File: src/design/k_way_merge_engine_macros.svh
// Assertion macros for the k-way merge engine.
// Included by the modules that carry assertions; no other dependencies.
`ifndef K_WAY_MERGE_ENGINE_MACROS_SVH
`define K_WAY_MERGE_ENGINE_MACROS_SVH
`ifndef SYNTHESIS
`define KWM_ASSERT_ALWAYS(lbl, clk, rstn, expr, msg) \
    lbl: assert property (@(posedge clk) disable iff (!rstn) (expr)) else $error(msg);
`define KWM_ASSERT_IMPL(lbl, clk, rstn, ante, cons, msg) \
    lbl: assert property (@(posedge clk) disable iff (!rstn) (ante) |-> (cons)) else $error(msg);
`else
`define KWM_ASSERT_ALWAYS(lbl, clk, rstn, expr, msg)
`define KWM_ASSERT_IMPL(lbl, clk, rstn, ante, cons, msg)
`endif
`endif

File: src/design/kwm_pkg.sv
// Shared constants and types of the k-way merge engine.
// No dependencies; imported by kwm_front, kwm_back, the top level and the bench.
`timescale 1ns / 1ps
`default_nettype none
package kwm_pkg;
    localparam int KEY_W        = 64;
    localparam int CFG_W        = 5;
    localparam int SRC_W        = 4;
    localparam int DEF_MAX_RUNS = 16;
    localparam logic [CFG_W-1:0] RUN_COUNT_RST = 5'd16;

    typedef struct packed {
        logic push;
        logic pop;
    } cmd_flags_t;

    typedef struct packed {
        logic pop_done;
        logic rearm;
    } back_stat_t;
endpackage
`default_nettype wire

File: src/design/kwm_ram.sv
// Generic single-write, single-read RAM with registered read data.
// No dependencies.
`timescale 1ns / 1ps
`default_nettype none
module kwm_ram #(
    parameter int WIDTH = 8,
    parameter int DEPTH = 16
) (
    input  wire logic                     clk,
    input  wire logic                     we,
    input  wire logic [$clog2(DEPTH)-1:0] waddr,
    input  wire logic [WIDTH-1:0]         wdata,
    input  wire logic [$clog2(DEPTH)-1:0] raddr,
    output logic      [WIDTH-1:0]         rdata
);
    logic [WIDTH-1:0] mem [DEPTH];

    always_ff @(posedge clk)
    begin
        if (we)
        begin
            mem[waddr] <= wdata;
        end
        rdata <= mem[raddr];
    end
endmodule
`default_nettype wire

File: src/design/kwm_cmd_fifo.sv
// Two-entry request queue between the front and back ends.
// Depends on nothing but its parameter.
`timescale 1ns / 1ps
`default_nettype none
module kwm_cmd_fifo #(
    parameter int WIDTH = 8
) (
    input  wire logic             clk,
    input  wire logic             rst_n,
    input  wire logic             wr_valid,
    output logic                  wr_ready,
    input  wire logic [WIDTH-1:0] wr_data,
    output logic                  rd_valid,
    input  wire logic             rd_ready,
    output logic      [WIDTH-1:0] rd_data
);
    logic [WIDTH-1:0] slot_reg [2];
    logic             wr_ptr_reg, rd_ptr_reg;
    logic [1:0]       cnt_reg, cnt_next;
    logic             do_wr, do_rd;

    assign wr_ready = (cnt_reg != 2'd2);
    assign rd_valid = (cnt_reg != 2'd0);
    assign rd_data  = slot_reg[rd_ptr_reg];
    assign do_wr    = wr_valid && wr_ready;
    assign do_rd    = rd_valid && rd_ready;

    always_comb
    begin
        cnt_next = cnt_reg;
        if (do_wr && !do_rd)
        begin
            cnt_next = cnt_reg + 2'd1;
        end
        else if (do_rd && !do_wr)
        begin
            cnt_next = cnt_reg - 2'd1;
        end
    end

    always_ff @(posedge clk)
    begin
        if (do_wr)
        begin
            slot_reg[wr_ptr_reg] <= wr_data;
        end
    end

    always_ff @(posedge clk or negedge rst_n)
    begin
        if (!rst_n)
        begin
            wr_ptr_reg <= 1'b0;
            rd_ptr_reg <= 1'b0;
            cnt_reg    <= 2'd0;
        end
        else
        begin
            if (do_wr)
            begin
                wr_ptr_reg <= ~wr_ptr_reg;
            end
            if (do_rd)
            begin
                rd_ptr_reg <= ~rd_ptr_reg;
            end
            cnt_reg <= cnt_next;
        end
    end
endmodule
`default_nettype wire

File: src/design/kwm_front.sv
// Front end: holds run_count, accepts input items and classifies each as a
// head load or a refill, with or without a pop. Uses kwm_pkg.
`timescale 1ns / 1ps
`default_nettype none
module kwm_front #(
    parameter int MAX_RUNS = kwm_pkg::DEF_MAX_RUNS
) (
    input  wire logic                          clk,
    input  wire logic                          rst_n,
    input  wire logic                          cfg_wr_en,
    input  wire logic [kwm_pkg::CFG_W-1:0]     cfg_wr_data,
    input  wire logic                          in_valid,
    output logic                               in_ready,
    input  wire logic [kwm_pkg::KEY_W-1:0]     key_value,
    input  wire logic                          run_empty,
    output logic                               cmd_valid,
    input  wire logic                          cmd_ready,
    output logic [kwm_pkg::KEY_W-1:0]          cmd_key,
    output logic [$clog2(MAX_RUNS)-1:0]        cmd_run,
    output kwm_pkg::cmd_flags_t                cmd_flags,
    input  wire kwm_pkg::back_stat_t           stat,
    input  wire logic [$clog2(MAX_RUNS)-1:0]   last_run
);
    import kwm_pkg::*;

    localparam int RW = $clog2(MAX_RUNS);
    localparam int CW = $clog2(MAX_RUNS + 1);

    logic [CFG_W-1:0] run_count_reg;
    logic [CW-1:0]    heads_reg, heads_next;
    logic             pop_pend_reg;
    logic [31:0]      n32;
    logic [CW-1:0]    n_eff;
    logic             loading, accept;

    // Effective run count: zero acts as one, large values saturate.
    always_comb
    begin
        n32 = {{(32-CFG_W){1'b0}}, run_count_reg};
        if (n32 == 32'd0)
        begin
            n32 = 32'd1;
        end
        else if (n32 > 32'(MAX_RUNS))
        begin
            n32 = 32'(MAX_RUNS);
        end
        n_eff = n32[CW-1:0];
    end

    // A request that pops must finish before the next item is classified,
    // since the pop may re-arm the group or change the refill run.
    assign in_ready  = cmd_ready && !pop_pend_reg;
    assign accept    = in_valid && in_ready;
    assign loading   = (heads_reg < n_eff);
    assign cmd_valid = in_valid && !pop_pend_reg;
    assign cmd_key   = key_value;

    always_comb
    begin
        heads_next = heads_reg;
        if (loading)
        begin
            cmd_run        = heads_reg[RW-1:0];
            cmd_flags.push = !run_empty;
            cmd_flags.pop  = ((heads_reg + CW'(1)) >= n_eff);
            heads_next     = heads_reg + CW'(1);
        end
        else
        begin
            cmd_run        = last_run;
            cmd_flags.push = !run_empty;
            cmd_flags.pop  = 1'b1;
        end
    end

    always_ff @(posedge clk or negedge rst_n)
    begin
        if (!rst_n)
        begin
            run_count_reg <= RUN_COUNT_RST;
            heads_reg     <= '0;
            pop_pend_reg  <= 1'b0;
        end
        else
        begin
            if (cfg_wr_en)
            begin
                run_count_reg <= cfg_wr_data;
            end
            if (accept)
            begin
                heads_reg    <= heads_next;
                pop_pend_reg <= cmd_flags.pop;
            end
            else if (stat.pop_done)
            begin
                pop_pend_reg <= 1'b0;
                if (stat.rearm)
                begin
                    heads_reg <= '0;
                end
            end
        end
    end
endmodule
`default_nettype wire

File: src/design/kwm_back.sv
// Back end: executes queued requests on the key store (push, linear min scan,
// pop with swap-from-last) and drives the output register. Uses kwm_pkg, kwm_ram.
`timescale 1ns / 1ps
`default_nettype none
`include "k_way_merge_engine_macros.svh"
module kwm_back #(
    parameter int MAX_RUNS = kwm_pkg::DEF_MAX_RUNS
) (
    input  wire logic                          clk,
    input  wire logic                          rst_n,
    input  wire logic                          cmd_valid,
    output logic                               cmd_ready,
    input  wire logic [kwm_pkg::KEY_W-1:0]     cmd_key,
    input  wire logic [$clog2(MAX_RUNS)-1:0]   cmd_run,
    input  wire kwm_pkg::cmd_flags_t           cmd_flags,
    output kwm_pkg::back_stat_t                stat,
    output logic [$clog2(MAX_RUNS)-1:0]        last_run,
    output logic                               out_valid,
    input  wire logic                          out_ready,
    output logic [kwm_pkg::KEY_W-1:0]          out_value,
    output logic [kwm_pkg::SRC_W-1:0]          source_run,
    output logic                               has_value,
    output logic                               merge_done
);
    import kwm_pkg::*;

    localparam int RW = $clog2(MAX_RUNS);
    localparam int CW = $clog2(MAX_RUNS + 1);
    localparam int EW = KEY_W + RW;

    typedef enum logic [2:0] {S_IDLE, S_SCAN, S_LAST, S_MOVE, S_EMIT} state_t;

    state_t          state_reg;
    logic [CW-1:0]   count_reg;
    logic [RW-1:0]   last_run_reg;
    logic [CW-1:0]   scan_idx_reg;
    logic            rd_pend_reg;
    logic [RW-1:0]   rd_idx_reg;
    logic            best_valid_reg;
    logic [KEY_W-1:0] best_key_reg;
    logic [RW-1:0]   best_run_reg;
    logic [RW-1:0]   best_idx_reg;
    logic            done_reg;
    logic            out_valid_reg, has_value_reg, merge_done_reg;
    logic [KEY_W-1:0] out_value_reg;
    logic [SRC_W-1:0] source_run_reg;

    logic            ram_we;
    logic [RW-1:0]   ram_waddr, ram_raddr;
    logic [EW-1:0]   ram_wdata, ram_rdata;
    logic [KEY_W-1:0] rd_key;
    logic [RW-1:0]   rd_run;
    logic            can_push, issue, better, out_free, emit;
    logic [CW-1:0]   count_push;

    assign rd_key    = ram_rdata[EW-1:RW];
    assign rd_run    = ram_rdata[RW-1:0];
    assign cmd_ready = (state_reg == S_IDLE);
    assign can_push  = cmd_flags.push && (count_reg < CW'(MAX_RUNS));
    assign count_push = can_push ? count_reg + CW'(1) : count_reg;
    assign issue     = (scan_idx_reg < count_reg);
    assign out_free  = !out_valid_reg || out_ready;
    assign emit      = (state_reg == S_EMIT) && out_free;

    // Ties on the key go to the lower run number.
    assign better = !best_valid_reg || (rd_key < best_key_reg) ||
                    ((rd_key == best_key_reg) && (rd_run < best_run_reg));

    always_comb
    begin
        ram_we    = 1'b0;
        ram_waddr = count_reg[RW-1:0];
        ram_wdata = {cmd_key, cmd_run};
        ram_raddr = scan_idx_reg[RW-1:0];
        unique case (state_reg)
            S_IDLE:
            begin
                ram_we = cmd_valid && can_push;
            end
            S_LAST:
            begin
                ram_raddr = RW'(count_reg - CW'(1));
            end
            S_MOVE:
            begin
                // Last entry fills the hole left by the popped one.
                ram_we    = 1'b1;
                ram_waddr = best_idx_reg;
                ram_wdata = ram_rdata;
            end
            S_SCAN, S_EMIT:
            begin
            end
            default:
            begin
            end
        endcase
    end

    kwm_ram #(
        .WIDTH (EW),
        .DEPTH (MAX_RUNS)
    ) u_store (
        .clk   (clk),
        .we    (ram_we),
        .waddr (ram_waddr),
        .wdata (ram_wdata),
        .raddr (ram_raddr),
        .rdata (ram_rdata)
    );

    always_ff @(posedge clk or negedge rst_n)
    begin
        if (!rst_n)
        begin
            state_reg      <= S_IDLE;
            count_reg      <= '0;
            last_run_reg   <= '0;
            scan_idx_reg   <= '0;
            rd_pend_reg    <= 1'b0;
            rd_idx_reg     <= '0;
            best_valid_reg <= 1'b0;
            best_key_reg   <= '0;
            best_run_reg   <= '0;
            best_idx_reg   <= '0;
            done_reg       <= 1'b0;
            out_valid_reg  <= 1'b0;
            out_value_reg  <= '0;
            source_run_reg <= '0;
            has_value_reg  <= 1'b0;
            merge_done_reg <= 1'b0;
        end
        else
        begin
            unique case (state_reg)
                S_IDLE:
                begin
                    if (cmd_valid)
                    begin
                        count_reg      <= count_push;
                        scan_idx_reg   <= '0;
                        rd_pend_reg    <= 1'b0;
                        best_valid_reg <= 1'b0;
                        if (cmd_flags.pop)
                        begin
                            if (count_push == '0)
                            begin
                                done_reg     <= 1'b1;
                                last_run_reg <= '0;
                                state_reg    <= S_EMIT;
                            end
                            else
                            begin
                                done_reg  <= 1'b0;
                                state_reg <= S_SCAN;
                            end
                        end
                    end
                end
                S_SCAN:
                begin
                    if (rd_pend_reg && better)
                    begin
                        best_valid_reg <= 1'b1;
                        best_key_reg   <= rd_key;
                        best_run_reg   <= rd_run;
                        best_idx_reg   <= rd_idx_reg;
                    end
                    rd_pend_reg <= issue;
                    rd_idx_reg  <= scan_idx_reg[RW-1:0];
                    if (issue)
                    begin
                        scan_idx_reg <= scan_idx_reg + CW'(1);
                    end
                    else if (!rd_pend_reg)
                    begin
                        state_reg <= S_LAST;
                    end
                end
                S_LAST:
                begin
                    state_reg <= S_MOVE;
                end
                S_MOVE:
                begin
                    count_reg    <= count_reg - CW'(1);
                    last_run_reg <= best_run_reg;
                    state_reg    <= S_EMIT;
                end
                S_EMIT:
                begin
                    if (out_free)
                    begin
                        out_valid_reg  <= 1'b1;
                        has_value_reg  <= !done_reg;
                        merge_done_reg <= done_reg;
                        out_value_reg  <= done_reg ? '0 : best_key_reg;
                        source_run_reg <= done_reg ? '0 : SRC_W'(best_run_reg);
                        state_reg      <= S_IDLE;
                    end
                end
                default:
                begin
                    state_reg <= S_IDLE;
                end
            endcase
            if (!emit && out_valid_reg && out_ready)
            begin
                out_valid_reg <= 1'b0;
            end
        end
    end

    assign stat.pop_done = emit;
    assign stat.rearm    = emit && done_reg;
    assign last_run      = last_run_reg;
    assign out_valid     = out_valid_reg;
    assign out_value     = out_value_reg;
    assign source_run    = source_run_reg;
    assign has_value     = has_value_reg;
    assign merge_done    = merge_done_reg;

    `KWM_ASSERT_ALWAYS(a_count_bound, clk, rst_n, count_reg <= CW'(MAX_RUNS), "queue count over capacity")
    `KWM_ASSERT_IMPL(a_out_kind, clk, rst_n, out_valid_reg, has_value_reg != merge_done_reg, "result is neither key nor done")
    `KWM_ASSERT_IMPL(a_done_empty, clk, rst_n, stat.rearm, count_reg == '0, "done issued with keys queued")
    `KWM_ASSERT_IMPL(a_scan_nonempty, clk, rst_n, state_reg == S_LAST, best_valid_reg && count_reg != '0, "pop without a candidate")
endmodule
`default_nettype wire

File: src/design/k_way_merge_engine.sv
// K-way merge engine: merges up to MAX_RUNS sorted runs of 64-bit keys.
// Usage: write run_count through cfg_wr_en/cfg_wr_data while the block is idle.
// Input channel (in_valid/in_ready) carries one request per item: first the
// heads of runs 0..N-1, N being run_count held to 1..MAX_RUNS (run_empty
// flags an empty run), after every popped key, the refill of run source_run.
// Output channel (out_valid/out_ready) carries one result per popping item:
// a key with its run (has_value) or, once the queue is dry, a done result
// (merge_done), after which the block starts a new group.
// Head-load items that do not pop are accepted one per cycle. A popping item
// has its result put in the output register after a minimum search over the
// keys queued after its push (at most 16 by default), a read of the last entry
// and its move into the hole; the search reads one store entry per cycle
// through the single read port of the key memory. A done result skips these
// steps. The next item is accepted in the cycle after the result is registered
// at the earliest, so no item is taken while a popping one is still in work.
// Reset clears the queue and group progress and sets run_count to 16.
// A stalled receiver holds the result in the output register; a further
// popping request then waits in the back end and input stays blocked.
// Uses kwm_pkg, kwm_front, kwm_cmd_fifo, kwm_back.
`timescale 1ns / 1ps
`default_nettype none
module k_way_merge_engine #(
    parameter int MAX_RUNS = kwm_pkg::DEF_MAX_RUNS
) (
    input  wire logic                      clk,
    input  wire logic                      rst_n,
    input  wire logic                      cfg_wr_en,
    input  wire logic [kwm_pkg::CFG_W-1:0] cfg_wr_data,
    input  wire logic                      in_valid,
    output logic                           in_ready,
    input  wire logic [kwm_pkg::KEY_W-1:0] key_value,
    input  wire logic                      run_empty,
    output logic                           out_valid,
    input  wire logic                      out_ready,
    output logic [kwm_pkg::KEY_W-1:0]      out_value,
    output logic [kwm_pkg::SRC_W-1:0]      source_run,
    output logic                           has_value,
    output logic                           merge_done
);
    import kwm_pkg::*;

    localparam int RW = $clog2(MAX_RUNS);
    localparam int FW = KEY_W + RW + $bits(cmd_flags_t);

    logic             f_valid, f_ready, b_valid, b_ready;
    logic [KEY_W-1:0] f_key, b_key;
    logic [RW-1:0]    f_run, b_run, last_run;
    cmd_flags_t       f_flags, b_flags;
    back_stat_t       stat;
    logic [FW-1:0]    b_data;

    kwm_front #(.MAX_RUNS(MAX_RUNS)) u_front (
        .clk         (clk),
        .rst_n       (rst_n),
        .cfg_wr_en   (cfg_wr_en),
        .cfg_wr_data (cfg_wr_data),
        .in_valid    (in_valid),
        .in_ready    (in_ready),
        .key_value   (key_value),
        .run_empty   (run_empty),
        .cmd_valid   (f_valid),
        .cmd_ready   (f_ready),
        .cmd_key     (f_key),
        .cmd_run     (f_run),
        .cmd_flags   (f_flags),
        .stat        (stat),
        .last_run    (last_run)
    );

    kwm_cmd_fifo #(.WIDTH(FW)) u_fifo (
        .clk      (clk),
        .rst_n    (rst_n),
        .wr_valid (f_valid),
        .wr_ready (f_ready),
        .wr_data  ({f_key, f_run, f_flags}),
        .rd_valid (b_valid),
        .rd_ready (b_ready),
        .rd_data  (b_data)
    );

    assign b_key   = b_data[FW-1 -: KEY_W];
    assign b_run   = b_data[$bits(cmd_flags_t) +: RW];
    assign b_flags = b_data[$bits(cmd_flags_t)-1:0];

    kwm_back #(.MAX_RUNS(MAX_RUNS)) u_back (
        .clk        (clk),
        .rst_n      (rst_n),
        .cmd_valid  (b_valid),
        .cmd_ready  (b_ready),
        .cmd_key    (b_key),
        .cmd_run    (b_run),
        .cmd_flags  (b_flags),
        .stat       (stat),
        .last_run   (last_run),
        .out_valid  (out_valid),
        .out_ready  (out_ready),
        .out_value  (out_value),
        .source_run (source_run),
        .has_value  (has_value),
        .merge_done (merge_done)
    );
endmodule
`default_nettype wire

File: config.mk
export PLATFORM = sky130hd
export DESIGN_NAME = k_way_merge_engine
export DESIGN_NICKNAME = d
export VERILOG_FILES = /design/src/design/kwm_pkg.sv /design/src/design/kwm_ram.sv /design/src/design/kwm_cmd_fifo.sv /design/src/design/kwm_front.sv /design/src/design/kwm_back.sv /design/src/design/k_way_merge_engine.sv
export VERILOG_INCLUDE_DIRS = /design/src /design/src/design
export SDC_FILE = /design/constraint.sdc
export NUM_CORES = 2
export LEC_CHECK = 0
export BUFFER_PORTS_ARGS = -buffer_cell sky130_fd_sc_hd__buf_2
export CORE_MARGIN = 2
export CORE_UTILIZATION = 40
export CTS_CLUSTER_SIZE = 28
export DETAILED_ROUTE_END_ITERATION = 8
export HOLD_SLACK_MARGIN = 0.05
export PLACE_DENSITY = 0.6
export SLEW_MARGIN = 5
export SYNTH_ARGS = -nofsm -noshare
export SYNTH_HDL_FRONTEND = slang
export SYNTH_HIERARCHICAL = 1
export SYNTH_SLANG_ARGS = --single-unit
File: constraint.sdc
create_clock -name clk -period 10.6 [get_ports clk]
set_input_delay 1.06 -clock clk [delete_from_list [all_inputs] [get_ports clk]]
set_output_delay 1.06 -clock clk [all_outputs]
set_load 0.005 [all_outputs]
# Word-level counts from Yosys, hierarchy flattened
# Memory sizes are Yosys's and may differ from the RTL's. A register that Yosys moved wholly into a read port is not among the register bits.
# Cells that the tools add are included.
dict set report totals {
  register_bits 182
  mem_bits_rw 1228
  input_bits 75
  out_inout_bits 72
  elab_cells 149
  mem_count 2
}
dict set report classes {
  addsub 6
  order_cmp 7
  eq_ne 15
  muxes 47
  bitwise_logic 2
  reduce_logical 48
}
# memory words width read_ports rd_ports_with_merged_regs write_ports line
set memory_table {}
lappend memory_table {u_back.u_store.mem 16 68 1 1 1 kwm_ram.sv:16} ;# logic [WIDTH-1:0] mem [DEPTH];
lappend memory_table {u_fifo.slot_reg 2 70 1 0 1 kwm_cmd_fifo.sv:17} ;# logic [WIDTH-1:0] slot_reg [2];
# cell n
set ops {}
lappend ops {{68-bit 2-to-1 mux} 1}
lappend ops {{64-bit == test} 1}
lappend ops {{64-bit less-than comparator} 1}
lappend ops {{64-bit 2-to-1 mux} 1}
lappend ops {{5-bit 2-to-1 mux} 10}
lappend ops {{4-bit 2-to-1 mux} 7}
lappend ops {{5-bit one-hot mux with 2 select lines} 2}
lappend ops {{3-bit 2-to-1 mux} 6}
lappend ops {{2-bit nonzero test} 8}
lappend ops {{5-bit by 1-bit adder with 5-bit output, second input constant} 3}
lappend ops {{1-bit logical AND} 15}
lappend ops {{3-bit one-hot mux with 5 select lines} 1}
lappend ops {{1-bit 2-to-1 mux} 13}
lappend ops {{2-bit by 1-bit inequality test with 1-bit output, second input constant} 6}
lappend ops {{3-bit AND reduction} 4}
lappend ops {{5-bit logical NOT} 2}
lappend ops {{5-bit less-than comparator} 2}
lappend ops {{2-bit AND reduction} 5}
lappend ops {{1-bit logical NOT} 8}
lappend ops {{2-bit inequality test, second input constant} 4}
lappend ops {{4-bit one-hot mux with 2 select lines} 1}
lappend ops {{3-bit by 2-bit == test with 1-bit output, second input constant} 2}
lappend ops {{1-bit one-hot mux with 2 select lines} 3}
lappend ops {{5-bit >= comparator} 1}
lappend ops {{other kinds (14)} 18}

# Longest topological paths before layout
dict set report logic_depth {
  word_depth 8
  depth_mapped 11
  ltp_nobuf 9
}

# Modules after synthesis
# Netlist, hierarchy kept.
# mod instances cells_each area_per_inst_um2 seq_area_each_um2
set modules_own_cells {}
lappend modules_own_cells {kwm_ram 1 1750 41980.3 34032.6}
lappend modules_own_cells {kwm_back 1 1009 9537.9 4179.0}
lappend modules_own_cells {kwm_cmd_fifo 1 236 5596.6 4304.1}
lappend modules_own_cells {kwm_front 1 150 1305.0 276.5}

# Worst setup path before layout
# Ideal clock, no wire load.
dict set report synth_timing {
  path_type {register -> register}
  from {reg u_back.state_reg[2]}
  to {mem u_back/u_store/mem[0][0] (netlist name) (enable)}
  setup_ns 0.578
  arrival_time_ns 6.658
  required_time_ns 10.022
  path_slack_ns 3.364
  stages_incl_launch_ff 8
  n_path_buf 3
  synth_period_minus_slack_ns 7.236
  cell_sequence {dfrtp_1 > clkbuf_1 > and3b_1 > clkbuf_1 > clkbuf_1 > o21ai_0 > or3b_2 > nor3_1}
}
dict set report synth_via {
  elab_cells_between_ends 6
  cone_classes {eq/ne: 1; mux: 4; reduce/logical: 1}
}
# item line
set synth_rtl {}
lappend synth_rtl {{start, declared} kwm_back.sv:33} ;# state_t state_reg;
lappend synth_rtl {{start signal, assigned} kwm_back.sv:116} ;# state_reg <= S_IDLE;
lappend synth_rtl {{start signal, assigned} kwm_back.sv:150} ;# state_reg <= S_EMIT;
lappend synth_rtl {{start signal, assigned} kwm_back.sv:155} ;# state_reg <= S_SCAN;
lappend synth_rtl {{3-bit by 2-bit == test with 1-bit output} kwm_back.sv:75} ;# unique case (state_reg)
lappend synth_rtl {{4-bit 2-to-1 mux} kwm_back.sv:75}
lappend synth_rtl {{named net u_back.ram_waddr[2]} kwm_back.sv:49} ;# logic [RW-1:0] ram_waddr, ram_raddr;
lappend synth_rtl {{end, declared} kwm_ram.sv:16}
# The timed path passes the listed nets, and every way through them passes these cells.

# Final worst setup path
dict set report layout_timing {
  from {reg u_back.state_reg[2]}
  to {mem u_back/u_store/mem[6][14] (netlist name) (enable)}
}
# The elaborated chain is that of the path after synthesis.

==> impl_metrics.py <==
metrics = {
    "synth": {
        "async_flop_share_pct": 12.3,
        "syn_nets": 3306,
        "ys_warn_count": 6,
        "syn_inst": 3145,
        "synth_seq_cells": 1478,
        "synth_area_um2": 58400,
        "synth_ff_type": "edfxtp_1",
        "yosysSeqAreaShare_pct": 73.2,
        "avgSynthCellArea_um2": 18.6,
        "synth-edff-count": 1228,
        "yosysUniqueCellTypes": 60,
    },
    "clock_network": {
        "cts_num_sinks": 1478,
        "cts_made_buffers": 151,
        "cts_root_buf": "clkbuf_16",
        "cts.repair.resized": 0,
        "clk_pin_slew_worst_paths_ns": 0.06,
        "cts_tree": "yes",
        "ctsHoldBuffers": 0,
        "htreeDepth": 4,
        "insertion_delay_ns": 0.77,
        "clock_path_buffers": 3,
        "post_cts_buffers": 0,
    },
    "sta": {
        "finalCriticalPeriod_ns": 5.42,
        "clock_skew_ns": 0.0245,
        "slew_headroom_pct": 19.9,
        "rsz0062_at_grt": "false",
        "max_freq_ghz": 0.185,
        "hold_violations": 0,
        "worst_slew_pin_slew_ns": 1.20,
        "setup-violations-final": 0,
        "drv_slew": 0,
        "fin_crit_sh_pct": 51.1,
        "tns_ns": 0,
    },
    "layout": {
        "num-nets-final": 3450,
        "layoutNonFillerInstCount": 5335,
        "largest_reg_flops": 1088,
        "fin_util_pct": 45.4,
        "final_layout_size_suffix_gt1_share_pct": 26.3,
        "area.growth.synth_to_final_pct": 13.1,
        "n_antenna_cell": 0,
    },
    "routing": {
        "postRouteAntennaNets": 0,
        "top_layer_used": "met5",
        "vias": 29200,
        "routed_wl_um": 141000,
        "vias_per_cell": 5.47,
        "drt_first_iter_violations": 2976,
        "drc": 0,
        "first_pass_iters": 7,
        "wl_met3_um": 10100,
        "met1Wirelength_um": 61400,
        "met2_length_um": 66200,
        "wl_per_cell_um": 26.4,
    },
    "critical_path": {
        "path_max_fanout": 45,
        "required_ns": 11.00,
        "path_class": "reg2reg",
        "cp-start-kind": "flop",
        "worstPathArrival_ns": 5.82,
        "end_kind": "flop",
    },
    "placement": {
        "dp_hpwl_um": 76700,
        "placed_cells": 5053,
        "place.gp.congestion": 0.773,
        "port_buffers": 146,
    },
    "power_and_ir_drop": {
        "leakage_nw": 23.2,
        "totalPowerFinal_w": 0.0197,
        "powerDensity_nw_per_um2": 298,
        "irDropWorstVdd_mv": 0.297,
    },
    "run_status": {
        "status": "finished, final reports clean",
    },
    "die": {
        "initial_core_util_pct": 40.2,
        "io_pins": 147,
        "die_w_um": 386,
        "rows": 140,
        "die_area_um2": 149000,
        "coreArea_um2": 145000,
        "fp.dieH_um": 386,
    },
    "grt": {
        "grt_overflow": 0,
        "track_usage_pct": 19.0,
        "antenna_found_initial": 12,
        "grt_pass1_vias": 29500,
        "grt_pass1_wl_um": 204000,
        "grt_max_degree": 158,
    },
    "min_path": {
        "hp-class": "in2async",
    },
    "job": {
        "maxCapViolations": 0,
    },
}
==> stage by stage <==
step / area, µm² / hold WS, ns / setup slack [ns]
final: 66100 / 0.274 / 5.18
after global routing: 66100 / 0.315 / 5.01
after CTS: 66100 / 0.263 / 5.17
after detailed placement: 60900 / 0.464 / 5.23
after global placement: 60900 / 0.456 / 5.24
after floorplan: 58400 / 0.446 / 3.36
==> synthesized netlist by cell type, types with 4 or more instances <==
master | n | share of area (%)
o211ai_1 | 5 | 0.064
nand3_1 | 17 | 0.15
mux2_4 | 139 | 3.6
buf_12 | 7 | 0.24
buf_6 | 9 | 0.17
dfrtp_1 | 181 | 7.8
inv_1 | 83 | 0.53
nand2_1 | 415 | 2.7
a22oi_1 | 137 | 1.8
nor3_1 | 12 | 0.10
edfxtp_1 | 1228 | 63
nor2_1 | 30 | 0.19
a21o_1 | 6 | 0.077
xor2_1 | 6 | 0.090
xnor2_1 | 11 | 0.16
mux2_2 | 8 | 0.15
a21oi_1 | 35 | 0.30
nor2b_1 | 7 | 0.075
ha_1 | 86 | 1.8
mux4_2 | 272 | 10
clkbuf_1 | 93 | 0.60
buf_2 | 29 | 0.25
buf_1 | 5 | 0.032
nand3b_1 | 4 | 0.051
o31ai_1 | 66 | 0.85
a21boi_0 | 4 | 0.051
a22o_1 | 7 | 0.10
o21ai_0 | 26 | 0.22
buf_4 | 74 | 0.95
nand4_1 | 17 | 0.18
dfxtp_1 | 68 | 2.3
and2_1 | 4 | 0.043
nand2b_1 | 7 | 0.075
nor4_1 | 4 | 0.043
==> path summary, 6_finish.rpt <==
kind | from | endpoint | slack (ns) | cells after the start
setup / recovery | u_back/state_reg[2] | u_back/u_store/mem[6][14] | 5.18 | 7
hold / removal | rst_n | u_back/out_value[59] | 0.27 | 1
setup reg to reg | u_back/state_reg[2] | u_back/u_store/mem[6][14] | 5.18 | 7
hold reg to reg | u_back/source_run[0] | u_back/source_run[0] | 0.47 | 2
max in group asynchronous | rst_n | u_back/out_value[20] | 8.24 | 3
min in group clk | u_back/source_run[0] | u_back/source_run[0] | 0.47 | 2
==> cell usage in the layout, fill, tap and decap left out, types with 60 or more instances in the layout <==
cell       Yosys  routed
edfxtp_1    1228    1228
nand2_1      415     415
mux4_2       272     272
dfrtp_1      181     179
clkbuf_16      0     153
buf_2         29     145
mux2_4       139     139
a22oi_1      137     137
ha_1          86      86
inv_1         83      83
dfxtp_1       68      68
o31ai_1       66      66
buf_4         74      60
==> layer usage <==
| metal | global-route usage, % | vias up |
|---|---|---|
| met5 | 0 | - |
| met1 | 26.6 | 15400 |
| met3 | 4.22 | 213 |
| met2 | 29.8 | 942 |
| li1 | - | 12600 |
| met4 | 5.58 | 18 |
==> kinds of logic after synthesis <==
| group | after synthesis | synth area share (%) |
|---|---|---|
| DFF | 1478 | 73.2 |
| and+or+nand+nor | 531 | 3.75 |
| muxes | 421 | 14.2 |
| AOI/OAI and AO/OA | 312 | 3.88 |
| buffers and inverters | 300 | 2.78 |
| adders and majority gates | 86 | 1.84 |
| xor gates and xnor gates | 17 | 0.255 |
==> critical path, cell delays in order (launching register included) <==
cell and delay (ns):
dfrtp_1 0.52, and3b_4 0.90, buf_4 0.83, o21ai_0 0.30, nand3b_1 0.44, nor2_4 0.85
buf_4 0.52, buf_4 0.57
==> cell type report <==
type                            count  area, µm²
Timing Repair Buffer              208       1230
Clock buffer                      193       4120
Sequential cell                  1478      42800
Clock inverter                     89       1000
Tap cell                         1917       2400
Inverter                           83        312
Multi-Input combinational cell   1367      14200
Fill cell                       12300      79300
==> power breakdown <==
part | internal, W | total (W) | switching (W)
sequential | 0.00782 | 0.00835 | 0.000531
clock | 0.00316 | 0.00542 | 0.00225
combinational | 0.00248 | 0.00589 | 0.00341
total | 0.0135 | 0.0197 | 0.00620
Note: power is estimated with default switching activity, not from simulation.
